**src/rtl/bsc_pkg.sv**
```systemverilog
// ----------------------------------------------------------------------------
// bsc_pkg: shared types and constants for the byte square correlation block
// Widths of the running sums, the root and quotient engines, step counts of
// the controller and the command/status structs between controller and
// datapath.
// ----------------------------------------------------------------------------
package bsc_pkg;

  localparam int unsigned WORD_W   = 32;
  localparam int unsigned BSQ_W    = 18;            // sum of four byte squares
  localparam int unsigned SUM_W    = 38;
  localparam int unsigned HALF_W   = SUM_W / 2;     // operand half for products
  localparam int unsigned PROD_W   = 2 * SUM_W;
  localparam int unsigned ROOT_W   = SUM_W;
  localparam int unsigned REM_W    = ROOT_W + 2;
  localparam int unsigned FRAC_W   = 16;
  localparam int unsigned DVD_W    = SUM_W + FRAC_W;
  localparam int unsigned CORR_W   = FRAC_W + 1;

  localparam logic [SUM_W-1:0]  SUM_MAX = {SUM_W{1'b1}};
  localparam logic [CORR_W-1:0] ONE_Q16 = CORR_W'(1) << FRAC_W;

  // Controller step counts
  localparam int unsigned MUL_STEPS  = 5;           // four partial products + drain
  localparam int unsigned SQRT_STEPS = ROOT_W;      // one root bit per step
  localparam int unsigned DIV_STEPS  = DVD_W;       // one quotient bit per step
  localparam int unsigned CNT_W      = $clog2(DIV_STEPS);

  typedef struct packed {
    logic       acc_en;     // request accepted: add its words
    logic       mul_clr;    // clear the product register
    logic       mul_load;   // register one partial product
    logic       mul_add;    // add the registered partial product
    logic [1:0] mul_sel;    // which operand halves form the partial product
    logic       sqrt_init;
    logic       sqrt_step;
    logic       div_init;
    logic       div_step;
    logic       finish;     // register the result and clear the sums
  } bsc_cmd_t;

  typedef struct packed {
    logic prod_zero;        // plain or cipher sum is zero
  } bsc_status_t;

endpackage

```
**src/rtl/bsc_datapath.sv**
```systemverilog
// ----------------------------------------------------------------------------
// bsc_datapath: sums, product, root and quotient engines
// Saturating byte-square accumulators, a 19x19 multiplier used over four
// steps, a two-bits-per-step square root and a one-bit-per-step divider.
// ----------------------------------------------------------------------------
module bsc_datapath (
  input  logic                          clk_i,
  input  logic                          rst_ni,
  input  bsc_pkg::bsc_cmd_t             cmd_i,
  input  logic [bsc_pkg::WORD_W-1:0]    plain_word_i,
  input  logic [bsc_pkg::WORD_W-1:0]    cipher_word_i,
  input  logic                          plain_present_i,
  input  logic                          cipher_present_i,
  output bsc_pkg::bsc_status_t          status_o,
  output logic [bsc_pkg::CORR_W-1:0]    correlation_q16_o,
  output logic                          saturated_o
);
  import bsc_pkg::*;

  function automatic logic [BSQ_W-1:0] byte_sq_sum(input logic [WORD_W-1:0] w);
    logic [BSQ_W-1:0] t;
    logic [7:0]       b;
    t = '0;
    for (int k = 0; k < 4; k++) begin
      b = w[8*k +: 8];
      t = t + BSQ_W'(b) * BSQ_W'(b);
    end
    return t;
  endfunction

  // Returns {overflow, saturated sum}
  function automatic logic [SUM_W:0] sat_add(input logic [SUM_W-1:0] acc,
                                             input logic [BSQ_W-1:0] v);
    logic [SUM_W:0] s;
    s = {1'b0, acc} + (SUM_W+1)'(v);
    if (s[SUM_W]) begin
      s = {1'b1, SUM_MAX};
    end
    return s;
  endfunction

  logic [SUM_W-1:0]  plain_sum_q, plain_sum_d;
  logic [SUM_W-1:0]  cipher_sum_q, cipher_sum_d;
  logic [SUM_W-1:0]  cross_sum_q, cross_sum_d;
  logic              ovf_q, ovf_d;
  logic [PROD_W-1:0] pp_q, pp_d;
  logic [PROD_W-1:0] prod_q, prod_d;
  logic [ROOT_W-1:0] root_q, root_d;
  logic [REM_W-1:0]  rem_q, rem_d;
  logic [DVD_W-1:0]  dvd_q, dvd_d;
  logic [CORR_W-1:0] corr_q, corr_d;
  logic              sat_q, sat_d;

  logic [SUM_W:0]    p_add, c_add, x_add;
  logic [HALF_W-1:0] mul_a, mul_b;
  logic [SUM_W-1:0]  mul_p;
  logic [REM_W+1:0]  sqrt_t, sqrt_trial, sqrt_diff;
  logic              sqrt_ge;
  logic [REM_W-1:0]  div_t, div_diff;
  logic              div_ge;
  logic              prod_zero;

  assign prod_zero = (plain_sum_q == '0) || (cipher_sum_q == '0);
  assign status_o.prod_zero = prod_zero;

  always_comb begin
    p_add = sat_add(plain_sum_q, byte_sq_sum(plain_word_i));
    c_add = sat_add(cipher_sum_q, byte_sq_sum(cipher_word_i));
    x_add = sat_add(cross_sum_q, byte_sq_sum(plain_word_i & cipher_word_i));

    plain_sum_d  = plain_sum_q;
    cipher_sum_d = cipher_sum_q;
    cross_sum_d  = cross_sum_q;
    ovf_d        = ovf_q;
    priority if (cmd_i.finish) begin
      plain_sum_d  = '0;
      cipher_sum_d = '0;
      cross_sum_d  = '0;
      ovf_d        = 1'b0;
    end else if (cmd_i.acc_en) begin
      if (plain_present_i) begin
        plain_sum_d = p_add[SUM_W-1:0];
        ovf_d       = ovf_d | p_add[SUM_W];
      end
      if (cipher_present_i) begin
        cipher_sum_d = c_add[SUM_W-1:0];
        ovf_d        = ovf_d | c_add[SUM_W];
      end
      if (plain_present_i && cipher_present_i) begin
        cross_sum_d = x_add[SUM_W-1:0];
        ovf_d       = ovf_d | x_add[SUM_W];
      end
    end else begin
      // hold the sums
    end
  end

  // Partial product of one pair of operand halves, placed at its weight
  always_comb begin
    mul_a = cmd_i.mul_sel[1] ? plain_sum_q[SUM_W-1:HALF_W]  : plain_sum_q[HALF_W-1:0];
    mul_b = cmd_i.mul_sel[0] ? cipher_sum_q[SUM_W-1:HALF_W] : cipher_sum_q[HALF_W-1:0];
    mul_p = SUM_W'(mul_a) * SUM_W'(mul_b);
    pp_d  = pp_q;
    if (cmd_i.mul_load) begin
      unique case (cmd_i.mul_sel)
        2'b00:        pp_d = PROD_W'(mul_p);
        2'b01, 2'b10: pp_d = PROD_W'(mul_p) << HALF_W;
        default:      pp_d = PROD_W'(mul_p) << SUM_W;
      endcase
    end
  end

  // Root: bring down two radicand bits per step
  always_comb begin
    sqrt_t     = {rem_q, prod_q[PROD_W-1 -: 2]};
    sqrt_trial = {2'b00, root_q, 2'b01};
    sqrt_ge    = sqrt_t >= sqrt_trial;
    sqrt_diff  = sqrt_t - sqrt_trial;
  end

  // Quotient: bring down one dividend bit per step
  always_comb begin
    div_t    = {rem_q[REM_W-2:0], dvd_q[DVD_W-1]};
    div_ge   = div_t >= REM_W'(root_q);
    div_diff = div_t - REM_W'(root_q);
  end

  always_comb begin
    prod_d = prod_q;
    if (cmd_i.mul_clr) begin
      prod_d = '0;
    end else if (cmd_i.mul_add) begin
      prod_d = prod_q + pp_q;
    end else if (cmd_i.sqrt_step) begin
      prod_d = prod_q << 2;
    end

    root_d = root_q;
    if (cmd_i.sqrt_init) begin
      root_d = '0;
    end else if (cmd_i.sqrt_step) begin
      root_d = {root_q[ROOT_W-2:0], sqrt_ge};
    end

    rem_d = rem_q;
    if (cmd_i.sqrt_init || cmd_i.div_init) begin
      rem_d = '0;
    end else if (cmd_i.sqrt_step) begin
      rem_d = sqrt_ge ? sqrt_diff[REM_W-1:0] : sqrt_t[REM_W-1:0];
    end else if (cmd_i.div_step) begin
      rem_d = div_ge ? div_diff : div_t;
    end

    dvd_d = dvd_q;
    if (cmd_i.div_init) begin
      dvd_d = {cross_sum_q, FRAC_W'(0)};
    end else if (cmd_i.div_step) begin
      dvd_d = {dvd_q[DVD_W-2:0], div_ge};
    end

    corr_d = corr_q;
    sat_d  = sat_q;
    if (cmd_i.finish) begin
      sat_d = ovf_q;
      if (prod_zero) begin
        corr_d = '0;
      end else if ((dvd_q[DVD_W-1:CORR_W] != '0) || (dvd_q[CORR_W-1:0] > ONE_Q16)) begin
        corr_d = ONE_Q16;
      end else begin
        corr_d = dvd_q[CORR_W-1:0];
      end
    end
  end

  always_ff @(posedge clk_i or negedge rst_ni) begin
    if (!rst_ni) begin
      plain_sum_q  <= '0;
      cipher_sum_q <= '0;
      cross_sum_q  <= '0;
      ovf_q        <= 1'b0;
    end else begin
      plain_sum_q  <= plain_sum_d;
      cipher_sum_q <= cipher_sum_d;
      cross_sum_q  <= cross_sum_d;
      ovf_q        <= ovf_d;
    end
  end

  always_ff @(posedge clk_i) begin
    pp_q   <= pp_d;
    prod_q <= prod_d;
    root_q <= root_d;
    rem_q  <= rem_d;
    dvd_q  <= dvd_d;
    corr_q <= corr_d;
    sat_q  <= sat_d;
  end

  assign correlation_q16_o = corr_q;
  assign saturated_o       = sat_q;

  a_clear_after_finish: assert property (@(posedge clk_i) disable iff (!rst_ni)
    cmd_i.finish |=> (plain_sum_q == '0) && (cipher_sum_q == '0) &&
                     (cross_sum_q == '0) && !ovf_q)
    else $error("sums not cleared after result");

  a_div_root_nonzero: assert property (@(posedge clk_i) disable iff (!rst_ni)
    cmd_i.div_step |-> (root_q != '0))
    else $error("division by a zero root");

  a_sqrt_rem_bound: assert property (@(posedge clk_i) disable iff (!rst_ni)
    cmd_i.sqrt_step |-> (rem_q <= {1'b0, root_q, 1'b0}))
    else $error("root remainder exceeds twice the root");

endmodule

```
**src/rtl/bsc_ctrl.sv**
```systemverilog
// ----------------------------------------------------------------------------
// bsc_ctrl: sequencer for the byte square correlation block
// Takes requests; on a final request steps the datapath through product, root
// and quotient, skipped when a sum is zero, and strobes the result.
// ----------------------------------------------------------------------------
module bsc_ctrl (
  input  logic                 clk_i,
  input  logic                 rst_ni,
  input  logic                 start_i,
  input  logic                 last_i,
  input  bsc_pkg::bsc_status_t status_i,
  output bsc_pkg::bsc_cmd_t    cmd_o,
  output logic                 busy_o,
  output logic                 done_o
);
  import bsc_pkg::*;

  typedef enum logic [2:0] {
    ST_IDLE,
    ST_MUL,
    ST_SQRT,
    ST_DIV,
    ST_EMIT
  } state_e;

  state_e           state_q;
  logic [CNT_W-1:0] cnt_q;
  logic             busy_q;
  logic             done_q;
  logic             accept;

  assign accept = start_i && !busy_q;

  always_comb begin
    cmd_o         = '0;
    cmd_o.acc_en  = accept;
    cmd_o.mul_sel = cnt_q[1:0];
    unique case (state_q)
      ST_MUL: begin
        cmd_o.mul_clr   = (cnt_q == '0);
        cmd_o.mul_load  = (cnt_q < CNT_W'(MUL_STEPS - 1));
        cmd_o.mul_add   = (cnt_q != '0);
        cmd_o.sqrt_init = (cnt_q == CNT_W'(MUL_STEPS - 1));
      end
      ST_SQRT: begin
        cmd_o.sqrt_step = 1'b1;
        cmd_o.div_init  = (cnt_q == CNT_W'(SQRT_STEPS - 1));
      end
      ST_DIV: begin
        cmd_o.div_step = 1'b1;
      end
      ST_EMIT: begin
        cmd_o.finish = 1'b1;
      end
      default: begin
      end
    endcase
  end

  always_ff @(posedge clk_i or negedge rst_ni) begin
    if (!rst_ni) begin
      state_q <= ST_IDLE;
      cnt_q   <= '0;
      busy_q  <= 1'b0;
      done_q  <= 1'b0;
    end else begin
      done_q <= 1'b0;
      unique case (state_q)
        ST_IDLE: begin
          if (accept && last_i) begin
            state_q <= ST_MUL;
            cnt_q   <= '0;
            busy_q  <= 1'b1;
          end
        end
        ST_MUL: begin
          if (status_i.prod_zero) begin
            state_q <= ST_EMIT;
          end else if (cnt_q == CNT_W'(MUL_STEPS - 1)) begin
            state_q <= ST_SQRT;
            cnt_q   <= '0;
          end else begin
            cnt_q <= cnt_q + CNT_W'(1);
          end
        end
        ST_SQRT: begin
          if (cnt_q == CNT_W'(SQRT_STEPS - 1)) begin
            state_q <= ST_DIV;
            cnt_q   <= '0;
          end else begin
            cnt_q <= cnt_q + CNT_W'(1);
          end
        end
        ST_DIV: begin
          if (cnt_q == CNT_W'(DIV_STEPS - 1)) begin
            state_q <= ST_EMIT;
            cnt_q   <= '0;
          end else begin
            cnt_q <= cnt_q + CNT_W'(1);
          end
        end
        ST_EMIT: begin
          state_q <= ST_IDLE;
          busy_q  <= 1'b0;
          done_q  <= 1'b1;
        end
        default: begin
          state_q <= ST_IDLE;
        end
      endcase
    end
  end

  assign busy_o = busy_q;
  assign done_o = done_q;

  a_busy_from_last: assert property (@(posedge clk_i) disable iff (!rst_ni)
    $rose(busy_q) |-> $past(start_i && last_i))
    else $error("busy raised without a final request");

  a_done_frees: assert property (@(posedge clk_i) disable iff (!rst_ni)
    done_q |-> !busy_q)
    else $error("result strobed while still busy");

  a_busy_in_compute: assert property (@(posedge clk_i) disable iff (!rst_ni)
    (state_q != ST_IDLE) |-> busy_q)
    else $error("not busy while computing");

endmodule

```
**src/rtl/byte_square_correlation_top.sv**
```systemverilog
// ----------------------------------------------------------------------------
// byte_square_correlation_top: byte-square correlation of two word streams
// Accumulates byte squares of plaintext, ciphertext and their AND, and on
// the final request returns the correlation in unsigned Q1.16.
// ----------------------------------------------------------------------------
// A request is taken on a rising edge with start high and busy low. A request
// with last low is added to the sums at that edge and busy stays low, so such
// requests may follow one another every cycle. A request with last high adds
// its words and then raises busy while the 38x38 product is formed (four 19x19
// partial products through one registered multiplier), the square root runs
// at two radicand bits a cycle, the divider at one quotient bit a cycle, and
// a final step registers the result; when either sum is zero the root and
// division are skipped. The result shows on correlation_q16_o and saturated_o
// and is held until the next result, while done_o is high for exactly one
// cycle, in the same cycle in which busy drops; there is no back-pressure, so
// capture it then. All sums and the overflow flag behind saturated_o are
// cleared together with the result, ready for the next run.
module byte_square_correlation_top (
  input  logic                          clk_i,
  input  logic                          rst_ni,
  input  logic                          start,
  output logic                          busy,
  input  logic [bsc_pkg::WORD_W-1:0]    plain_word_i,
  input  logic [bsc_pkg::WORD_W-1:0]    cipher_word_i,
  input  logic                          plain_present_i,
  input  logic                          cipher_present_i,
  input  logic                          last_i,
  output logic                          done_o,
  output logic [bsc_pkg::CORR_W-1:0]    correlation_q16_o,
  output logic                          saturated_o
);
  import bsc_pkg::*;

  // Commands from the sequencer, status back from the datapath
  bsc_cmd_t    cmd;
  bsc_status_t status;

  bsc_ctrl u_ctrl (
    .clk_i    (clk_i),
    .rst_ni   (rst_ni),
    .start_i  (start),
    .last_i   (last_i),
    .status_i (status),
    .cmd_o    (cmd),
    .busy_o   (busy),
    .done_o   (done_o)
  );

  // Sums, product, root and divider; result registers hold until next run
  bsc_datapath u_datapath (
    .clk_i             (clk_i),
    .rst_ni            (rst_ni),
    .cmd_i             (cmd),
    .plain_word_i      (plain_word_i),
    .cipher_word_i     (cipher_word_i),
    .plain_present_i   (plain_present_i),
    .cipher_present_i  (cipher_present_i),
    .status_o          (status),
    .correlation_q16_o (correlation_q16_o),
    .saturated_o       (saturated_o)
  );

endmodule
```
**config.mk**
```make
export PLATFORM = sky130hd
export DESIGN_NAME = byte_square_correlation_top
export DESIGN_NICKNAME = d
export VERILOG_FILES = /design/src/rtl/bsc_pkg.sv /design/src/rtl/bsc_datapath.sv /design/src/rtl/bsc_ctrl.sv /design/src/rtl/byte_square_correlation_top.sv
export SDC_FILE = /design/constraint.sdc
export NUM_CORES = 2
export LEC_CHECK = 0
export BUFFER_PORTS_ARGS = -buffer_cell sky130_fd_sc_hd__clkbuf_2
export CORE_ASPECT_RATIO = 0.7
export CORE_UTILIZATION = 50
export DETAILED_ROUTE_END_ITERATION = 7
export GPL_TIMING_DRIVEN = 0
export PLACE_DENSITY = 0.71
export SETUP_SLACK_MARGIN = 0.15
export SLEW_MARGIN = 20
export SYNTH_ARGS = -nofsm -noshare
export SYNTH_HDL_FRONTEND = slang
export SYNTH_HIERARCHICAL = 1
export SYNTH_SLANG_ARGS = --single-unit
```
**constraint.sdc**
```tcl
create_clock -name clk_i -period 12.4 [get_ports clk_i]
set_clock_uncertainty 0.15 [all_clocks]
set_input_delay 2.48 -clock clk_i [delete_from_list [all_inputs] [get_ports clk_i]]
set_output_delay 2.48 -clock clk_i [all_outputs]
set_load 0.02 [all_outputs]
```
==> summary.txt <==
Outcome
  – Status: complete, but fails checks
  – Violated checks: antenna violations

Yosys
  – Mapped Cells: approximately 7100
  – Sequential share of the synthesized area: ~17%
  – Yosys reg bits: approximately 430
  – Top cells by area, synth: fa_1, ha_1, inv_1, edfxtp_1, dfxtp_1
  – Area leader, netlist: fa_1
  – EDFF count, synth: approximately 130
  – Mapped Avg Cell Area: approximately 9 um^2
  – Yosys top cell area share: roughly 28%
  – Warning count from the yosys run: 6
  – Synth Cell Area: around 64000 um^2
  – Synth cell types: between 100 and 150
  – Synth Flop Type: dfxtp_1
  – Async S/R FF share, synth: between 20% and 30%
  – Syn Nets: about 8700

STA
  – Period Utilization, post-route: about 95%
  – Worst-Margin Slew: 1.20 ns
  – Total negative slack: 0 ns
  – Slew HR: between 10% and 20%
  – Slew Limit Fails: 0
  – Minimum clock period: ~12 ns
  – Final Setup Violations: 0
  – RSZ-0062 raised after global routing: no
  – Peak Freq: approximately 85 MHz
  – Hold violation total from the final report: 0

Critical path
  – CP dominant cell by count: fa_1
  – CP endpoint kind: register
  – R2R setup slack: ~2.4 ns
  – Critical-path maximum fanout: 10
  – CP max stage delay: 0.66 ns
  – Crit start category: input pin
  – CP Data Arrival Time: ~12 ns
  – Worst Path Buf+Inv: 8
  – WS Path Type: input pin to register
  – Worst path slowest cell: a2111oi_0
  – Worst EP required: 12.70 ns
  – CP top delay family: adder cells

Drt
  – Via count: roughly 53000
  – DRC violation count after routing: 0
  – Antenna viol nets, final: 1
  – Drt via density: between 5 and 6
  – DRT Wirelength: 208000 um
  – Initial DRT Pass Iterations: 6
  – Wire length per cell: 23.2 um
  – Iteration-0 DRC Markers: 5985

Clock network
  – TritonCTS Buffers: 43
  – Clk buf depth: 3
  – Hold-fix buffers, CTS: 0
  – CTS root buffer: clkbuf_16
  – Clock Sinks: between 400 and 500
  – Postcts setup bufs: 0
  – TritonCTS clock tree: done
  – Clock-pin slew on the worst setup and hold paths: around 0.070 ns
  – Post_cts resized: 0
  – Clk_lat worst skew: about 0.62 ns
  – H-tree depth: 2

Run
  – Max Cap Viol: 0

Global routing
  – First-pass GRT wire length: ~320000 um
  – Total grt overflow: 0
  – Largest net degree at the start of global routing: 81
  – Vias in the first global route: approximately 52000
  – Total GRT Usage: between 30% and 40%
  – Antenna violations before repair: 3

Finish
  – Sequential cell area: 10500 um^2
  – Share of layout cells above drive strength 1: between 4 and 5%
  – Most common cell after layout, fill and taps aside: inv_1
  – Fillers: around 12000
  – Area grow syn2layout: 6.66%
  – Nets: between 8000 and 9000
  – Most frequent cells in the layout: inv_1, fa_1, nand2_1
  – Multi-input logic area: approximately 47000 um^2

Placed design
  – Dpl hpwl: roughly 180000 um
  – IO buf count: approximately 80
  – Placer congestion estimate: 1.04

Die
  – Die area: around 130000 um^2
  – Io pins: 90
  – FP Rows: between 100 and 150
  – Core Area: approximately 130000 um^2
  – Die Ht: roughly 300 um
  – Initial core utilization: between 50% and 60%
  – Die width: between 400 and 500 um

Worst hold path
  – HP Class: register to register
## synth_stat cells, drive strengths merged, types with 54 or more instances
library cell and instances:
a211oi 146, a21o 144, a21oi 276, a22o 64
a311oi 57, and2 260, and3 54, clkbuf 243
dfrtp 126, dfxtp 170, edfxtp 132, fa 898
ha 598, inv 1260, mux2i 147, nand2 625
nand3 69, nand4 73, nor2 512, nor2b 94
nor3 115, o21ai 183, xnor2 144, xor2 84
## worst register-to-register path: stages, from the launching register on
cell and delay (ns):
dfrtp_1 0.44, buf_4 0.19, clkbuf_1 0.52, clkbuf_1 0.59
mux2_2 0.57, clkbuf_1 0.67, nand2_1 0.16, fa_1 0.52
inv_1 0.05, fa_1 0.45, fa_1 0.54, fa_1 0.56
inv_1 0.05, fa_1 0.47, inv_1 0.05, fa_1 0.43
ha_1 0.41, nand4_1 0.14, a2111oi_0 0.83, o21ai_1 0.36
o21ai_1 0.37, a31oi_1 0.27, nand2b_1 0.24, a311oi_2 0.50
o22ai_1 0.20
## logic make-up (layout without fill, tap and decap cells)
group | Yosys count | in the layout | synth area share, %
and+or+nand+nor | 1990 | 1990 | 15.0
buffers and inverters | 1550 | 1724 | 9.26
muxes | 183 | 183 | 2.94
other | 0 | 9 | 0
xor gates and xnor gates | 228 | 228 | 3.13
adders and majority gates | 1496 | 1496 | 39.9
AOI/OAI and AO/OA | 1217 | 1217 | 13.3
DFF | 428 | 428 | 16.5
## flip-flops by register name, indices dropped and copies added (netlist names)
name / flops
u_ctrl/busy_o: 1
u_datapath/cipher_sum_q: 38
u_datapath/correlation_q16_o: 17
u_datapath/pp_q: 76
u_datapath/prod_q: 76
u_datapath/cross_sum_q: 38
u_datapath/saturated_o: 1
u_datapath/rem_q: 40
u_datapath/dvd_q: 54
u_ctrl/done_o: 1
u_ctrl/cnt_q: 6
u_datapath/plain_sum_q: 38
u_datapath/ovf_q: 1
u_datapath/root_q: 38
u_ctrl/state_q: 3
## layer usage
layer / track usage, % / wire length (um)
met1: 50.3 / 95400
met2: 43.4 / 79300
met3: 11.6 / 30400
met4: 4.69 / 2780
met5: 0 / 0
## stage by stage
step	area [um^2]	setup slack, ns	hold slack (ns)	util, %	std cells
3_5_place_dp	66400	0.429	0.287	52.6	8851
4_1_cts	68000	1.05	0.304	53.8	8931
6_report	68000	0.664	0.303	53.8	8940
5_1_grt	68000	0.388	0.313	53.8	8931
2_1_floorplan	63800	2.70	0.275	-	7092
3_3_place_gp	66200	0.446	0.285	52.5	8838
## area by class of cell
type | count | share of cell area [%]
antenna | 9 | 0.0331
clock buffer | 52 | 1.75
buffer | 289 | 1.73
inverter | 1261 | 6.96
tap | 1665 | 3.06
multi-input combinational | 5114 | 69.7
timing repair buffer | 94 | 0.800
sequential | 428 | 15.5
clock inverter | 28 | 0.497
## final timing paths
kind	startpoint	to	depth (start not counted)
max	plain_word_i[1]	u_datapath/cross_sum_q[23]$_DFFE_PN0P_	29
min	u_datapath/ovf_q$_DFFE_PN0P_	u_datapath/saturated_o$_DFFE_PP_	0
max reg2reg	u_ctrl/cnt_q[0]$_DFFE_PN0P_	u_datapath/pp_q[49]$_DFFE_PP_	24
min reg2reg	u_datapath/ovf_q$_DFFE_PN0P_	u_datapath/saturated_o$_DFFE_PP_	0
max in group asynchronous	rst_ni	u_ctrl/done_o$_DFF_PN0_	2
min in group asynchronous	rst_ni	u_datapath/cipher_sum_q[36]$_DFFE_PN0P_	1
Power is left out: the tool's default activity adds up to more than one toggle a clock period on the data nets, which glitch-free logic cannot reach.
